File: src/sv/stt_pkg.sv
package stt_pkg;

   localparam int POSITION_BITS_DEFAULT = 16;
   localparam int QUEUE_DEPTH = 4;

   localparam logic [15:0] COUNT_MAX = 16'hffff;

   // token kinds
   localparam logic [4:0] KIND_END     = 5'd0;
   localparam logic [4:0] KIND_KW_BASE = 5'd1;
   localparam logic [4:0] KIND_IDENT   = 5'd9;
   localparam logic [4:0] KIND_NUMBER  = 5'd10;
   localparam logic [4:0] KIND_STRING  = 5'd11;
   localparam logic [4:0] KIND_PLUS    = 5'd12;
   localparam logic [4:0] KIND_MINUS   = 5'd13;
   localparam logic [4:0] KIND_STAR    = 5'd14;
   localparam logic [4:0] KIND_SLASH   = 5'd15;
   localparam logic [4:0] KIND_PERCENT = 5'd16;
   localparam logic [4:0] KIND_LT      = 5'd17;
   localparam logic [4:0] KIND_LTE     = 5'd18;
   localparam logic [4:0] KIND_GT      = 5'd19;
   localparam logic [4:0] KIND_GTE     = 5'd20;
   localparam logic [4:0] KIND_EQ      = 5'd21;
   localparam logic [4:0] KIND_NEQ     = 5'd22;
   localparam logic [4:0] KIND_ASSIGN  = 5'd23;
   localparam logic [4:0] KIND_LBRACE  = 5'd24;
   localparam logic [4:0] KIND_RBRACE  = 5'd25;
   localparam logic [4:0] KIND_LPAREN  = 5'd26;
   localparam logic [4:0] KIND_RPAREN  = 5'd27;
   localparam logic [4:0] KIND_DOTDOT  = 5'd28;
   localparam logic [4:0] KIND_ERROR   = 5'd29;

   // error codes
   localparam logic [1:0] ERR_NONE    = 2'd0;
   localparam logic [1:0] ERR_BANG    = 2'd1;
   localparam logic [1:0] ERR_DOT     = 2'd2;
   localparam logic [1:0] ERR_UNKNOWN = 2'd3;

   // keyword text, first byte in the low bits, with lengths
   localparam logic [39:0] KW_TEXT [8] = '{
      40'h00_7473_656e,
      40'h00_0074_656c,
      40'h00_0000_6669,
      40'h00_6573_6c65,
      40'h65_6c69_6877,
      40'h00_0072_6f66,
      40'h00_0000_6e69,
      40'h74_6e69_7270
   };
   localparam logic [2:0] KW_LEN [8] = '{
      3'd4, 3'd3, 3'd2, 3'd4, 3'd5, 3'd3, 3'd2, 3'd5
   };

   typedef struct packed {
      logic [7:0] source_byte;
      logic       end_of_source;
   } stt_item_type;

   typedef struct packed {
      logic [4:0]  token_kind;
      logic [15:0] text_start;
      logic [15:0] text_length;
      logic [15:0] line_number_out;
      logic [1:0]  error_kind;
      logic [7:0]  error_byte;
      logic        last_result;
   } stt_result_type;

   // results of one accepted transaction, in order
   typedef struct packed {
      logic [1:0]     count;
      stt_result_type slot1;
      stt_result_type slot0;
   } stt_push_type;

endpackage

File: src/sv/stt_req_if.sv
interface stt_req_if import stt_pkg::*; ();
   logic         valid;
   logic         ready;
   stt_item_type data;

   modport source (output valid, output data, input ready);
   modport sink (input valid, input data, output ready);
endinterface

File: src/sv/stt_rsp_if.sv
interface stt_rsp_if import stt_pkg::*; ();
   logic           valid;
   logic           ready;
   stt_result_type data;

   modport source (output valid, output data, input ready);
   modport sink (input valid, input data, output ready);
endinterface

File: src/sv/stt_lexer.sv
module stt_lexer import stt_pkg::*; #(
   parameter int POSITION_BITS = POSITION_BITS_DEFAULT
) (
   input  logic         clock,
   input  logic         reset,
   input  logic         accept,
   input  stt_item_type item,
   output stt_push_type push
);

   typedef enum logic [3:0] {
      PH_START = 4'd0,
      PH_IDENT = 4'd1,
      PH_NUM   = 4'd2,
      PH_STR   = 4'd3,
      PH_EQ    = 4'd4,
      PH_BANG  = 4'd5,
      PH_LT    = 4'd6,
      PH_GT    = 4'd7,
      PH_DOT   = 4'd8,
      PH_ERR   = 4'd9
   } phase_type;

   localparam logic [POSITION_BITS-1:0] POS_MAX = '1;

   phase_type                phase_ff, phase_in;
   logic [POSITION_BITS-1:0] pos_ff, pos_in;
   logic [15:0]              line_ff, line_in;
   logic [POSITION_BITS-1:0] tok_start_ff, tok_start_in;
   logic [15:0]              tok_len_ff, tok_len_in;
   logic [39:0]              window_ff, window_in;

   function automatic logic is_digit(logic [7:0] b);
      return b >= "0" && b <= "9";
   endfunction

   function automatic logic is_alpha(logic [7:0] b);
      return (b >= "a" && b <= "z") || (b >= "A" && b <= "Z");
   endfunction

   function automatic logic is_space(logic [7:0] b);
      return b == " " || (b >= 8'd9 && b <= 8'd13);
   endfunction

   function automatic logic [15:0] sat16(logic [15:0] v);
      return (v == COUNT_MAX) ? v : v + 16'd1;
   endfunction

   function automatic logic [4:0] ident_kind(logic [39:0] w, logic [15:0] len);
      logic [4:0] k;
      k = KIND_IDENT;
      for (int i = 7; i >= 0; i--) begin
         if (len == 16'(KW_LEN[i]) && w == KW_TEXT[i]) k = KIND_KW_BASE + 5'(i);
      end
      return k;
   endfunction

   function automatic stt_result_type mk(logic [4:0] k, logic [15:0] st, logic [15:0] ln,
                                         logic [1:0] ek, logic [7:0] eb, logic [15:0] line);
      stt_result_type r;
      r.token_kind      = k;
      r.text_start      = st;
      r.text_length     = ln;
      r.line_number_out = line;
      r.error_kind      = ek;
      r.error_byte      = eb;
      r.last_result     = 1'b0;
      return r;
   endfunction

   logic [7:0]     b;
   logic [15:0]    p16, s16;
   logic           do_start;
   logic [1:0]     n;
   stt_result_type res [2];

   assign b   = item.source_byte;
   assign p16 = 16'(pos_ff);
   assign s16 = 16'(tok_start_ff);

   always_comb begin
      phase_in     = phase_ff;
      pos_in       = pos_ff;
      line_in      = line_ff;
      tok_start_in = tok_start_ff;
      tok_len_in   = tok_len_ff;
      window_in    = window_ff;
      do_start     = 1'b0;
      n            = 2'd0;
      res[0]       = '0;
      res[1]       = '0;

      if (accept && item.end_of_source) begin
         // flush the open token, then the end token
         unique case (phase_ff)
            PH_IDENT: begin
               res[0] = mk(ident_kind(window_ff, tok_len_ff), s16, tok_len_ff,
                           ERR_NONE, 8'd0, line_ff);
               n = 2'd1;
            end
            PH_NUM: begin
               res[0] = mk(KIND_NUMBER, s16, tok_len_ff, ERR_NONE, 8'd0, line_ff);
               n = 2'd1;
            end
            PH_STR: begin
               res[0] = mk(KIND_STRING, s16, tok_len_ff, ERR_NONE, 8'd0, line_ff);
               n = 2'd1;
            end
            PH_EQ: begin
               res[0] = mk(KIND_ASSIGN, s16, 16'd1, ERR_NONE, 8'd0, line_ff);
               n = 2'd1;
            end
            PH_LT: begin
               res[0] = mk(KIND_LT, s16, 16'd1, ERR_NONE, 8'd0, line_ff);
               n = 2'd1;
            end
            PH_GT: begin
               res[0] = mk(KIND_GT, s16, 16'd1, ERR_NONE, 8'd0, line_ff);
               n = 2'd1;
            end
            PH_BANG: begin
               res[0] = mk(KIND_ERROR, s16, 16'd1, ERR_BANG, "!", line_ff);
               n = 2'd1;
            end
            PH_DOT: begin
               res[0] = mk(KIND_ERROR, s16, 16'd1, ERR_DOT, ".", line_ff);
               n = 2'd1;
            end
            default: ;
         endcase
         res[n[0]] = mk(KIND_END, p16, 16'd0, ERR_NONE, 8'd0, line_ff);
         n = n + 2'd1;
         phase_in     = PH_START;
         pos_in       = '0;
         line_in      = 16'd1;
         tok_start_in = '0;
         tok_len_in   = 16'd0;
         window_in    = '0;
      end else if (accept) begin
         unique case (phase_ff)
            PH_IDENT: begin
               if (is_alpha(b) || is_digit(b) || b == "_") begin
                  unique case (tok_len_ff)
                     16'd1: window_in[15:8]  = window_ff[15:8] | b;
                     16'd2: window_in[23:16] = window_ff[23:16] | b;
                     16'd3: window_in[31:24] = window_ff[31:24] | b;
                     16'd4: window_in[39:32] = window_ff[39:32] | b;
                     default: ;
                  endcase
                  tok_len_in = sat16(tok_len_ff);
               end else begin
                  res[0] = mk(ident_kind(window_ff, tok_len_ff), s16, tok_len_ff,
                              ERR_NONE, 8'd0, line_ff);
                  n = 2'd1;
                  do_start = 1'b1;
               end
            end
            PH_NUM: begin
               if (is_digit(b)) begin
                  tok_len_in = sat16(tok_len_ff);
               end else begin
                  res[0] = mk(KIND_NUMBER, s16, tok_len_ff, ERR_NONE, 8'd0, line_ff);
                  n = 2'd1;
                  do_start = 1'b1;
               end
            end
            PH_STR: begin
               if (b == "\"") begin
                  res[0] = mk(KIND_STRING, s16, tok_len_ff, ERR_NONE, 8'd0, line_ff);
                  n = 2'd1;
                  phase_in = PH_START;
               end else begin
                  tok_len_in = sat16(tok_len_ff);
               end
            end
            PH_EQ, PH_LT, PH_GT: begin
               if (b == "=") begin
                  res[0] = mk((phase_ff == PH_EQ) ? KIND_EQ :
                              (phase_ff == PH_LT) ? KIND_LTE : KIND_GTE,
                              s16, 16'd2, ERR_NONE, 8'd0, line_ff);
                  phase_in = PH_START;
               end else begin
                  res[0] = mk((phase_ff == PH_EQ) ? KIND_ASSIGN :
                              (phase_ff == PH_LT) ? KIND_LT : KIND_GT,
                              s16, 16'd1, ERR_NONE, 8'd0, line_ff);
                  do_start = 1'b1;
               end
               n = 2'd1;
            end
            PH_BANG: begin
               if (b == "=") begin
                  res[0] = mk(KIND_NEQ, s16, 16'd2, ERR_NONE, 8'd0, line_ff);
                  phase_in = PH_START;
               end else begin
                  res[0] = mk(KIND_ERROR, s16, 16'd1, ERR_BANG, "!", line_ff);
                  phase_in = PH_ERR;
               end
               n = 2'd1;
            end
            PH_DOT: begin
               if (b == ".") begin
                  res[0] = mk(KIND_DOTDOT, s16, 16'd2, ERR_NONE, 8'd0, line_ff);
                  phase_in = PH_START;
               end else begin
                  res[0] = mk(KIND_ERROR, s16, 16'd1, ERR_DOT, ".", line_ff);
                  phase_in = PH_ERR;
               end
               n = 2'd1;
            end
            PH_ERR: ;
            default: do_start = 1'b1;
         endcase

         // byte that opens a new token after the previous one closed
         if (do_start) begin
            phase_in = PH_START;
            if (is_space(b)) begin
               if (b == 8'h0a) line_in = sat16(line_ff);
            end else if (is_digit(b)) begin
               phase_in     = PH_NUM;
               tok_start_in = pos_ff;
               tok_len_in   = 16'd1;
            end else if (is_alpha(b)) begin
               phase_in     = PH_IDENT;
               tok_start_in = pos_ff;
               tok_len_in   = 16'd1;
               window_in    = 40'(b);
            end else if (b == "\"") begin
               phase_in     = PH_STR;
               tok_start_in = (pos_ff == POS_MAX) ? pos_ff : pos_ff + 1'b1;
               tok_len_in   = 16'd0;
            end else begin
               unique case (b)
                  "+": begin
                     res[n[0]] = mk(KIND_PLUS, p16, 16'd1, ERR_NONE, 8'd0, line_ff);
                     n = n + 2'd1;
                  end
                  "-": begin
                     res[n[0]] = mk(KIND_MINUS, p16, 16'd1, ERR_NONE, 8'd0, line_ff);
                     n = n + 2'd1;
                  end
                  "*": begin
                     res[n[0]] = mk(KIND_STAR, p16, 16'd1, ERR_NONE, 8'd0, line_ff);
                     n = n + 2'd1;
                  end
                  "/": begin
                     res[n[0]] = mk(KIND_SLASH, p16, 16'd1, ERR_NONE, 8'd0, line_ff);
                     n = n + 2'd1;
                  end
                  "%": begin
                     res[n[0]] = mk(KIND_PERCENT, p16, 16'd1, ERR_NONE, 8'd0, line_ff);
                     n = n + 2'd1;
                  end
                  "{": begin
                     res[n[0]] = mk(KIND_LBRACE, p16, 16'd1, ERR_NONE, 8'd0, line_ff);
                     n = n + 2'd1;
                  end
                  "}": begin
                     res[n[0]] = mk(KIND_RBRACE, p16, 16'd1, ERR_NONE, 8'd0, line_ff);
                     n = n + 2'd1;
                  end
                  "(": begin
                     res[n[0]] = mk(KIND_LPAREN, p16, 16'd1, ERR_NONE, 8'd0, line_ff);
                     n = n + 2'd1;
                  end
                  ")": begin
                     res[n[0]] = mk(KIND_RPAREN, p16, 16'd1, ERR_NONE, 8'd0, line_ff);
                     n = n + 2'd1;
                  end
                  "=": begin
                     phase_in     = PH_EQ;
                     tok_start_in = pos_ff;
                  end
                  "!": begin
                     phase_in     = PH_BANG;
                     tok_start_in = pos_ff;
                  end
                  "<": begin
                     phase_in     = PH_LT;
                     tok_start_in = pos_ff;
                  end
                  ">": begin
                     phase_in     = PH_GT;
                     tok_start_in = pos_ff;
                  end
                  ".": begin
                     phase_in     = PH_DOT;
                     tok_start_in = pos_ff;
                  end
                  default: begin
                     res[n[0]] = mk(KIND_ERROR, p16, 16'd1, ERR_UNKNOWN, b, line_ff);
                     n = n + 2'd1;
                     phase_in = PH_ERR;
                  end
               endcase
            end
         end

         pos_in = (pos_ff == POS_MAX) ? pos_ff : pos_ff + 1'b1;
      end

      // last flag on the final result of the transaction
      if (n == 2'd1) res[0].last_result = 1'b1;
      if (n == 2'd2) res[1].last_result = 1'b1;
   end

   assign push.count = n;
   assign push.slot0 = res[0];
   assign push.slot1 = res[1];

   always_ff @(posedge clock) begin
      if (reset) begin
         phase_ff     <= PH_START;
         pos_ff       <= '0;
         line_ff      <= 16'd1;
         tok_start_ff <= '0;
         tok_len_ff   <= 16'd0;
         window_ff    <= '0;
      end else begin
         phase_ff     <= phase_in;
         pos_ff       <= pos_in;
         line_ff      <= line_in;
         tok_start_ff <= tok_start_in;
         tok_len_ff   <= tok_len_in;
         window_ff    <= window_in;
      end
   end

endmodule

File: src/sv/stt_queue.sv
module stt_queue import stt_pkg::*; (
   input  logic           clock,
   input  logic           reset,
   input  stt_push_type   push,
   output logic           room,
   output logic           out_valid,
   input  logic           out_ready,
   output stt_result_type out_data
);

   localparam int PTR_W = $clog2(QUEUE_DEPTH);
   localparam int CNT_W = $clog2(QUEUE_DEPTH + 1);
   localparam logic [CNT_W-1:0] ROOM_LIMIT = CNT_W'(QUEUE_DEPTH - 2);

   stt_result_type   entry_ff [QUEUE_DEPTH];
   logic [PTR_W-1:0] head_ff, head_in;
   logic [PTR_W-1:0] tail_ff, tail_in;
   logic [CNT_W-1:0] count_ff, count_in;
   logic             pop;

   // room for the two results a transaction may bring
   assign room      = count_ff <= ROOM_LIMIT;
   assign out_valid = count_ff != '0;
   assign out_data  = entry_ff[head_ff];
   assign pop       = out_valid && out_ready;

   always_comb begin
      head_in  = pop ? head_ff + PTR_W'(1) : head_ff;
      tail_in  = tail_ff + PTR_W'(push.count);
      count_in = count_ff + CNT_W'(push.count) - CNT_W'(pop);
   end

   always_ff @(posedge clock) begin
      if (push.count != 2'd0) entry_ff[tail_ff] <= push.slot0;
      if (push.count == 2'd2) entry_ff[tail_ff + PTR_W'(1)] <= push.slot1;
   end

   always_ff @(posedge clock) begin
      if (reset) begin
         head_ff  <= '0;
         tail_ff  <= '0;
         count_ff <= '0;
      end else begin
         head_ff  <= head_in;
         tail_ff  <= tail_in;
         count_ff <= count_in;
      end
   end

`ifndef NO_ASSERTIONS
   a_no_overflow: assert property (@(posedge clock) disable iff (reset)
      (push.count != 2'd0) |-> room)
      else $error("results pushed without room");

   a_count_bound: assert property (@(posedge clock) disable iff (reset)
      count_ff <= CNT_W'(QUEUE_DEPTH))
      else $error("queue count above depth");

   a_pop_only: assert property (@(posedge clock) disable iff (reset)
      (pop && push.count == 2'd0) |=> count_ff == $past(count_ff) - CNT_W'(1))
      else $error("count not decremented on pop");

   a_ptr_gap: assert property (@(posedge clock) disable iff (reset)
      (count_ff != CNT_W'(QUEUE_DEPTH)) |->
         (tail_ff - head_ff) == PTR_W'(count_ff))
      else $error("pointers disagree with count");
`endif

endmodule

File: src/sv/source_text_tokenizer.sv
// Streaming lexer: takes source text one byte per transaction on req_bus and
// an end transaction to close the text, and gives one rsp_bus transaction per
// token (kind, text offset and length, line, error code and byte, last flag).
// A byte is taken every cycle while the four-entry result queue has room for
// two results; results leave it one per cycle while rsp_bus is ready, and are
// queued as the byte that closes the token is taken. Lookahead is one pending
// character, held in the scan phase, so one byte can close one token and emit
// another. A stalled rsp_bus fills the queue and then holds req_bus off.
module source_text_tokenizer import stt_pkg::*; #(
   parameter int POSITION_BITS = POSITION_BITS_DEFAULT
) (
   input logic        clock,
   input logic        reset,
   stt_req_if.sink    req_bus,
   stt_rsp_if.source  rsp_bus
);

   stt_push_type push;
   logic         room;
   logic         accept;

   assign req_bus.ready = room;
   assign accept        = req_bus.valid && room;

   stt_lexer #(
      .POSITION_BITS (POSITION_BITS)
   ) u_lexer (
      .clock  (clock),
      .reset  (reset),
      .accept (accept),
      .item   (req_bus.data),
      .push   (push)
   );

   stt_queue u_queue (
      .clock     (clock),
      .reset     (reset),
      .push      (push),
      .room      (room),
      .out_valid (rsp_bus.valid),
      .out_ready (rsp_bus.ready),
      .out_data  (rsp_bus.data)
   );

endmodule

File: src/flat_wrapper.sv
// flat-port wrapper written by rule: the top's interface ports become plain ports
module source_text_tokenizer_flat import stt_pkg::*;
#(
   parameter int POSITION_BITS = POSITION_BITS_DEFAULT
)
  (clock, reset, req_bus_valid, req_bus_data, req_bus_ready, rsp_bus_valid, rsp_bus_data, rsp_bus_ready);
  stt_req_if req_bus_i ();
  stt_rsp_if rsp_bus_i ();
  input logic clock;
  input logic reset;
  input wire logic [$bits(req_bus_i.valid)-1:0] req_bus_valid;
  input wire logic [$bits(req_bus_i.data)-1:0] req_bus_data;
  output wire logic [$bits(req_bus_i.ready)-1:0] req_bus_ready;
  output wire logic [$bits(rsp_bus_i.valid)-1:0] rsp_bus_valid;
  output wire logic [$bits(rsp_bus_i.data)-1:0] rsp_bus_data;
  input wire logic [$bits(rsp_bus_i.ready)-1:0] rsp_bus_ready;
  assign req_bus_i.valid = req_bus_valid;
  assign req_bus_i.data = req_bus_data;
  assign req_bus_ready = req_bus_i.ready;
  assign rsp_bus_valid = rsp_bus_i.valid;
  assign rsp_bus_data = rsp_bus_i.data;
  assign rsp_bus_i.ready = rsp_bus_ready;
  source_text_tokenizer #(.POSITION_BITS(POSITION_BITS)) u_core (.clock(clock), .reset(reset), .req_bus(req_bus_i), .rsp_bus(rsp_bus_i));
endmodule
File: config.mk
export PLATFORM = sky130hd
export DESIGN_NAME = source_text_tokenizer_flat
export DESIGN_NICKNAME = d
export VERILOG_FILES = /design/src/sv/stt_pkg.sv /design/src/sv/stt_req_if.sv /design/src/sv/stt_rsp_if.sv /design/src/sv/stt_lexer.sv /design/src/sv/stt_queue.sv /design/src/sv/source_text_tokenizer.sv /design/src/flat_wrapper.sv
export SDC_FILE = /design/constraint.sdc
export NUM_CORES = 1
export LEC_CHECK = 0
export BUFFER_PORTS_ARGS = -buffer_cell sky130_fd_sc_hd__buf_2
export CORE_AREA = 4 4 256 258
export DETAILED_ROUTE_END_ITERATION = 16
export DIE_AREA = 0 0 260 262
export PLACE_DENSITY = 0.56
export SLEW_MARGIN = 15
export SYNTH_ARGS = -nofsm -noshare
export SYNTH_HDL_FRONTEND = slang
export SYNTH_HIERARCHICAL = 1
export SYNTH_SLANG_ARGS = --single-unit
File: constraint.sdc
create_clock -name clock -period 10.8 [get_ports clock]
set_input_delay 1.62 -clock clock [delete_from_list [all_inputs] [get_ports clock]]
set_output_delay 1.62 -clock clock [all_outputs]
set_load 0.005 [all_outputs]
# Yosys cells after proc, flatten, opt, wreduce, memory -nomap -nowiden
# Memory sizes are Yosys's and may differ from the RTL's. A register that Yosys moved wholly into a read port is not among the register bits.
# Index checks and enable logic that the tools add are counted.
[word_totals]
mem_bits_rw = 256
register_bits = 115
in_bits = 13
n_memories = 1
word_cells = 238
[classes]
add_sub_neg = 10
n_reduce_logical = 36
mux = 112
eq_ne = 47
n_bitwise = 9
magnitude_cmp = 13
[memory_table]
columns = ["memory", "depth", "word_bits", "read_ports", "rd_clocked_by_memory_dff", "wr", "line", "source"]
rows = [
  ["u_core.u_queue.entry_ff", 4, 64, 1, 1, 2, "stt_queue.sv:15", "stt_result_type entry_ff [QUEUE_DEPTH];"],
]
[op_table]
columns = ["operator", "n"]
rows = [
  ["128-bit bitwise mux", 11],
  ["128-bit one-hot mux with 10 select lines", 1],
  ["128-bit two-way mux", 7],
  ["64-bit one-hot mux with 8 select lines", 1],
  ["64-bit two-way mux", 6],
  ["64-bit one-hot mux with 6 select lines", 1],
  ["16-bit two-way mux", 14],
  ["63-bit two-way mux", 3],
  ["40-bit two-way mux", 4],
  ["64-bit demux with 1-bit select", 2],
  ["8-bit by 6-bit == test with 1-bit output, second input constant", 14],
  ["40-bit by 15-bit == test with 1-bit output, second input constant", 2],
  ["40-bit by 23-bit == test with 1-bit output, second input constant", 2],
  ["40-bit by 31-bit == test with 1-bit output, second input constant", 2],
  ["40-bit by 39-bit == test with 1-bit output, second input constant", 2],
  ["32-bit two-way mux", 2],
  ["62-bit two-way mux", 1],
  ["60-bit two-way mux", 1],
  ["16-bit by 1-bit adder with 16-bit output, second input constant", 3],
  ["16-bit == test, second input constant", 3],
  ["16-bit one-hot mux with 3 select lines", 1],
  ["4-bit two-way mux", 9],
  ["5-bit two-way mux", 7],
  ["16-bit by 2-bit == test with 1-bit output, second input constant", 2],
  ["other kinds (48)", 126],
]

# Longest topological paths before layout
[depth]
depth_word = 24
ltp_mapped = 17

# Modules after synthesis
# The synthesis kept the hierarchy.
[modules_own_cells]
columns = ["module", "area_each_um2", "cells_per_inst", "n_inst"]
rows = [
  ["stt_queue", 13178.9, 671, 1],
  ["stt_lexer", 7472.2, 999, 1],
  ["source_text_tokenizer", 6.3, 1, 1],
]

# Worst setup path before layout
# OpenSTA, ideal clock, no wires.
[synth_path]
kind = "input port to flip-flop"
from = "input port req_bus_data[5]"
to = "memory u_core/u_queue/entry_ff[2][0] in the netlist's numbering (enable)"
cell_stages = 14
t_arrival_ns = 7.438
setup_slack_ns = 2.855
path_buffers = 3
required_ns = 10.293
setup_ns = 0.507
cell_sequence = "clkbuf_1 > or4b_1 > buf_2 > nor3_2 > nor2_1 > nand2_2 > nor2_1 > inv_2 > buf_2 > ha_1 > mux2i_1 > o22ai_1 > or3b_2 > a21oi_1"
[synth_rtl]
columns = ["element", "line", "source"]
rows = [
  ["from (decl)", "flat_wrapper.sv:12", "input wire logic [$bits(req_bus_i.data)-1:0] req_bus_data;"],
  ["to (decl)", "stt_queue.sv:15", ""],
]

==> impl_table.tex <==
\begin{tabular}{lr}
\hline
Metric & Value \\
\hline
\multicolumn{2}{l}{\textbf{Outcome}} \\
Result of the run & finished clean \\
\multicolumn{2}{l}{\textbf{Setup path}} \\
Largest incremental delay on the critical path & 0.78 ns \\
Slowest library cell on the worst path & sky130\_fd\_sc\_hd\_\_a21oi\_4 \\
Required @ worst endpoint & 10.99 ns \\
Cell breakdown of the critical path & buf\_2 > or4\_1 > o22ai\_1 > o211ai\_2 > nand2\_2 > nor2\_1 > inv\_2 > ha\_1 > mux2i\_1 > o22ai\_1 > buf\_4 > or3b\_2 > a21oi\_4 > buf\_4 \\
WS Path Type & input port to flip-flop \\
Data arrival time at the worst-slack endpoint & 6.45 ns \\
Maximum fanout along the worst path & 39 \\
Sort of element at the start of the critical path & input port \\
Critical Path Sink Type & flip-flop \\
\multicolumn{2}{l}{\textbf{CTS}} \\
Sinks on Clock Net & 373 \\
Number of gates given a new drive strength after cts & 0 \\
Clock tree from TritonCTS & done \\
Cts bufs inserted & 44 \\
Clock Path Buffers & 3 \\
Clk slew on worst S/H paths & 0.06 ns \\
Root buffer selected by CTS & sky130\_fd\_sc\_hd\_\_clkbuf\_16 \\
Clock latency of the later-clocked register in the worst-skew pair & 0.59 ns \\
Post-CTS setup-driven buffer insertion count & 0 \\
Number of hold-repair buffers added at the cts stage & 0 \\
Maximum level of the CTS H-tree & 2 \\
\multicolumn{2}{l}{\textbf{Layout}} \\
Footprint of the multi-input gates & 9840 um2 \\
Most common library cell in the layout ignoring fill and taps & sky130\_fd\_sc\_hd\_\_edfxtp\_1 \\
Layout overhead on the synthesized area & 11.2\% \\
Register cell area after layout & 10000 um2 \\
Final net count & 1723 \\
Most frequent cells in the layout & sky130\_fd\_sc\_hd\_\_edfxtp\_1 (256), sky130\_fd\_sc\_hd\_\_mux2\_2 (203), sky130\_fd\_sc\_hd\_\_nor2\_1 (139), sky130\_fd\_sc\_hd\_\_dfxtp\_1 (115), sky130\_fd\_sc\_hd\_\_buf\_2 (78) \\
Post-Route Utilization & 0.365 \\
Fraction of final layout cells sized beyond drive strength 1 & 0.308 \\
Filler cell count & 6123 \\
\multicolumn{2}{l}{\textbf{Routing}} \\
First drt pass iteration count & 5 \\
Via total after detailed routing & 13900 \\
Average wire per cell in the routed design & 22.5 um \\
Vias per inst & 5.37 \\
Highest Signal Layer & met4 \\
Met3 wire len & 3.21 mm \\
Routed met1 length & 26.7 mm \\
Routed length on met2 & 26.9 mm \\
Detailed Route Iter0 Violations & 1182 \\
WL final & 58.1 mm \\
DRC violation count after routing & 0 \\
Remaining antenna violation count after routing & 0 \\
\multicolumn{2}{l}{\textbf{Min path}} \\
Kind of path behind the tightest hold check & flip-flop to flip-flop \\
\multicolumn{2}{l}{\textbf{Timing}} \\
Final hold vios & 0 \\
Final Cycle Share & 0.579 \\
Rel. slew slack & 0.240 \\
Count of final max-slew check failures & 0 \\
Min Tclk post-route & 6.26 ns \\
Final setup slack of the worst path & 4.54 ns \\
Slew of the pin with the lowest slew margin & 1.13 ns \\
Final TNS setup & 0 ns \\
Top achievable clock speed & 160 MHz \\
Clock Skews & 0.0267 ns \\
Minimum hold slack & 0.474 ns \\
Final setup violation count & 0 \\
Setup repair after global routing missed its margin & false \\
\multicolumn{2}{l}{\textbf{Synth}} \\
Largest cells by area after synthesis & sky130\_fd\_sc\_hd\_\_edfxtp\_1 (37\%), sky130\_fd\_sc\_hd\_\_dfxtp\_1 (11\%), sky130\_fd\_sc\_hd\_\_mux2\_2 (11\%) \\
Number of flip-flops and latches in the synthesized netlist & 373 \\
Ys async rst share & 0 \\
Number of enable flip-flop cells after synthesis & 256 \\
Synthesized area & 20700 um2 \\
Number of warning messages in the yosys log & 6 \\
Cell count after synthesis & 1671 \\
Mean instance size in the synthesized netlist & 12.4 um2 \\
Number of distinct standard cells referenced by the synthesized netlist & 90 \\
Share of the synthesized area in the top cell type & 0.372 \\
Primary flip-flop cell chosen by synthesis mapping & sky130\_fd\_sc\_hd\_\_edfxtp\_1 \\
Dominant cell type by area after synthesis & sky130\_fd\_sc\_hd\_\_edfxtp\_1 \\
Part of the Yosys area used for sequential elements & 0.486 \\
\multicolumn{2}{l}{\textbf{Global route}} \\
Via count of the first global-routing pass & 14100 \\
Pin count of the biggest net entering global routing & 67 \\
GR Overflow Total & 0 \\
Overall fraction of global-route tracks in use & 0.169 \\
Wire length of the first global-routing pass & 88.7 mm \\
Antenna violations before repair & 1 \\
\multicolumn{2}{l}{\textbf{Power}} \\
Pleak & 8.04 nW \\
Total Power Consumption & 4.70 mW \\
Peak VDD IR & 0.119 mV \\
Areal power density over the cells & 205 nW/um2 \\
\multicolumn{2}{l}{\textbf{Floorplan}} \\
Cell Rows & 92 \\
Die height & 262 um \\
Floorplan core area & 63000 um2 \\
Die X-Extent & 260 um \\
DIE AREA & 68100 um2 \\
Starting density of the core & 0.328 \\
Number of I/O pins & 79 \\
\multicolumn{2}{l}{\textbf{Placed design}} \\
RePlAce Congestion & 0.904 \\
Port Buf Inserts & 78 \\
Pre-CTS setup slack & 3.95 ns \\
Sum of net half-perimeters after detailed placement & 37.5 mm \\
\multicolumn{2}{l}{\textbf{Flow run}} \\
Max-Cap Viols & 0 \\
\hline
\end{tabular}
-- critical path, delay by kind of cell --
kind | cells | cell delay [ns]
buf+inv | 4 | 1.64
compound gates | 4 | 1.41
simple gates | 4 | 1.28
fa+ha+maj | 1 | 0.33
mux | 1 | 0.12
-- cells in the mapped netlist (all sizes together), types with 5 or more instances --
master,number
mux2,263
edfxtp,256
nor2,141
dfxtp,117
buf,82
nand2,75
a21oi,73
mux4,64
clkbuf,51
nor2b,51
nand3,46
and2,33
and3,30
nor3,30
o21ai,29
mux2i,26
nand4,22
xor2,21
inv,19
a31oi,17
a22o,15
nand2b,15
xnor2,15
and4,12
a211oi,11
ha,11
nor4,11
o211ai,11
or3,10
o21a,8
nor4b,7
or4b,7
nand3b,6
a22oi,5
and4b,5
o22ai,5
or2,5
-- final timing paths --
path,start,endpoint,slack (ns),cells after the start
min reg2reg,u_core/u_lexer/window_ff[6],u_core/u_lexer/window_ff[6],0.47,2
max reg2reg,u_core/u_lexer/phase_ff[1],u_core/u_queue/entry_ff[2][22],5.30,13
max,req_bus_data[3],u_core/u_queue/entry_ff[2][22],4.54,14
min,u_core/u_lexer/window_ff[6],u_core/u_lexer/window_ff[6],0.47,2
-- metrics by stage --
step	cells	area, um2
after floorplan	1685	20700
after global placement	2498	21600
after detailed placement	2498	21600
after CTS	2579	23000
after global routing	2579	23000
final	2580	23000
-- where the power goes --
group,total [mW],internal (mW),switching (mW)
Combinational,1.29,0.533,0.760
Sequential,1.96,1.84,0.114
Clock,1.45,0.846,0.606
-- final cells by class --
class	count	area share
diodes	1	0.000109
clock buffers	56	0.0526
clock inverters	25	0.00898
inverters	19	0.00310
multi-input cells	1160	0.428
flip-flops and latches	373	0.437
well taps	846	0.0461
repair buffers	100	0.0242
-- state kept, by name, indices dropped and copies added (netlist names), named ones only --
name / flops
u_core/u_lexer/s16: 16
u_core/u_lexer/tok_len_ff: 16
u_core/u_queue/entry_ff: 256
u_core/u_queue/head_ff: 2
u_core/u_lexer/line_ff: 16
u_core/u_queue/tail_ff: 2
u_core/u_lexer/window_ff: 40
u_core/u_lexer/phase_ff: 4
u_core/u_lexer/p16: 16
u_core/u_queue/count_ff: 3
-- cell families (layout without fill, tap and decap cells) --
group,Yosys count,after routing,share of synthesized area
other,1,16,0.000182
XOR/XNOR,38,38,0.0175
buffers and inverters,152,200,0.0441
AO/OA/AOI/OAI,213,213,0.0684
flip-flops,373,373,0.486
AND/OR/NAND/NOR,529,529,0.140
multiplexers,353,353,0.237
adder cells (fa/ha/maj),12,12,0.00763
-- metal layers --
metal,global-route usage,vias up
met5,0,-
met4,0.0427,0
met3,0.0285,88
met2,0.273,369
met1,0.238,7003
li1,-,6401
(Power assumes the default switching activity.)
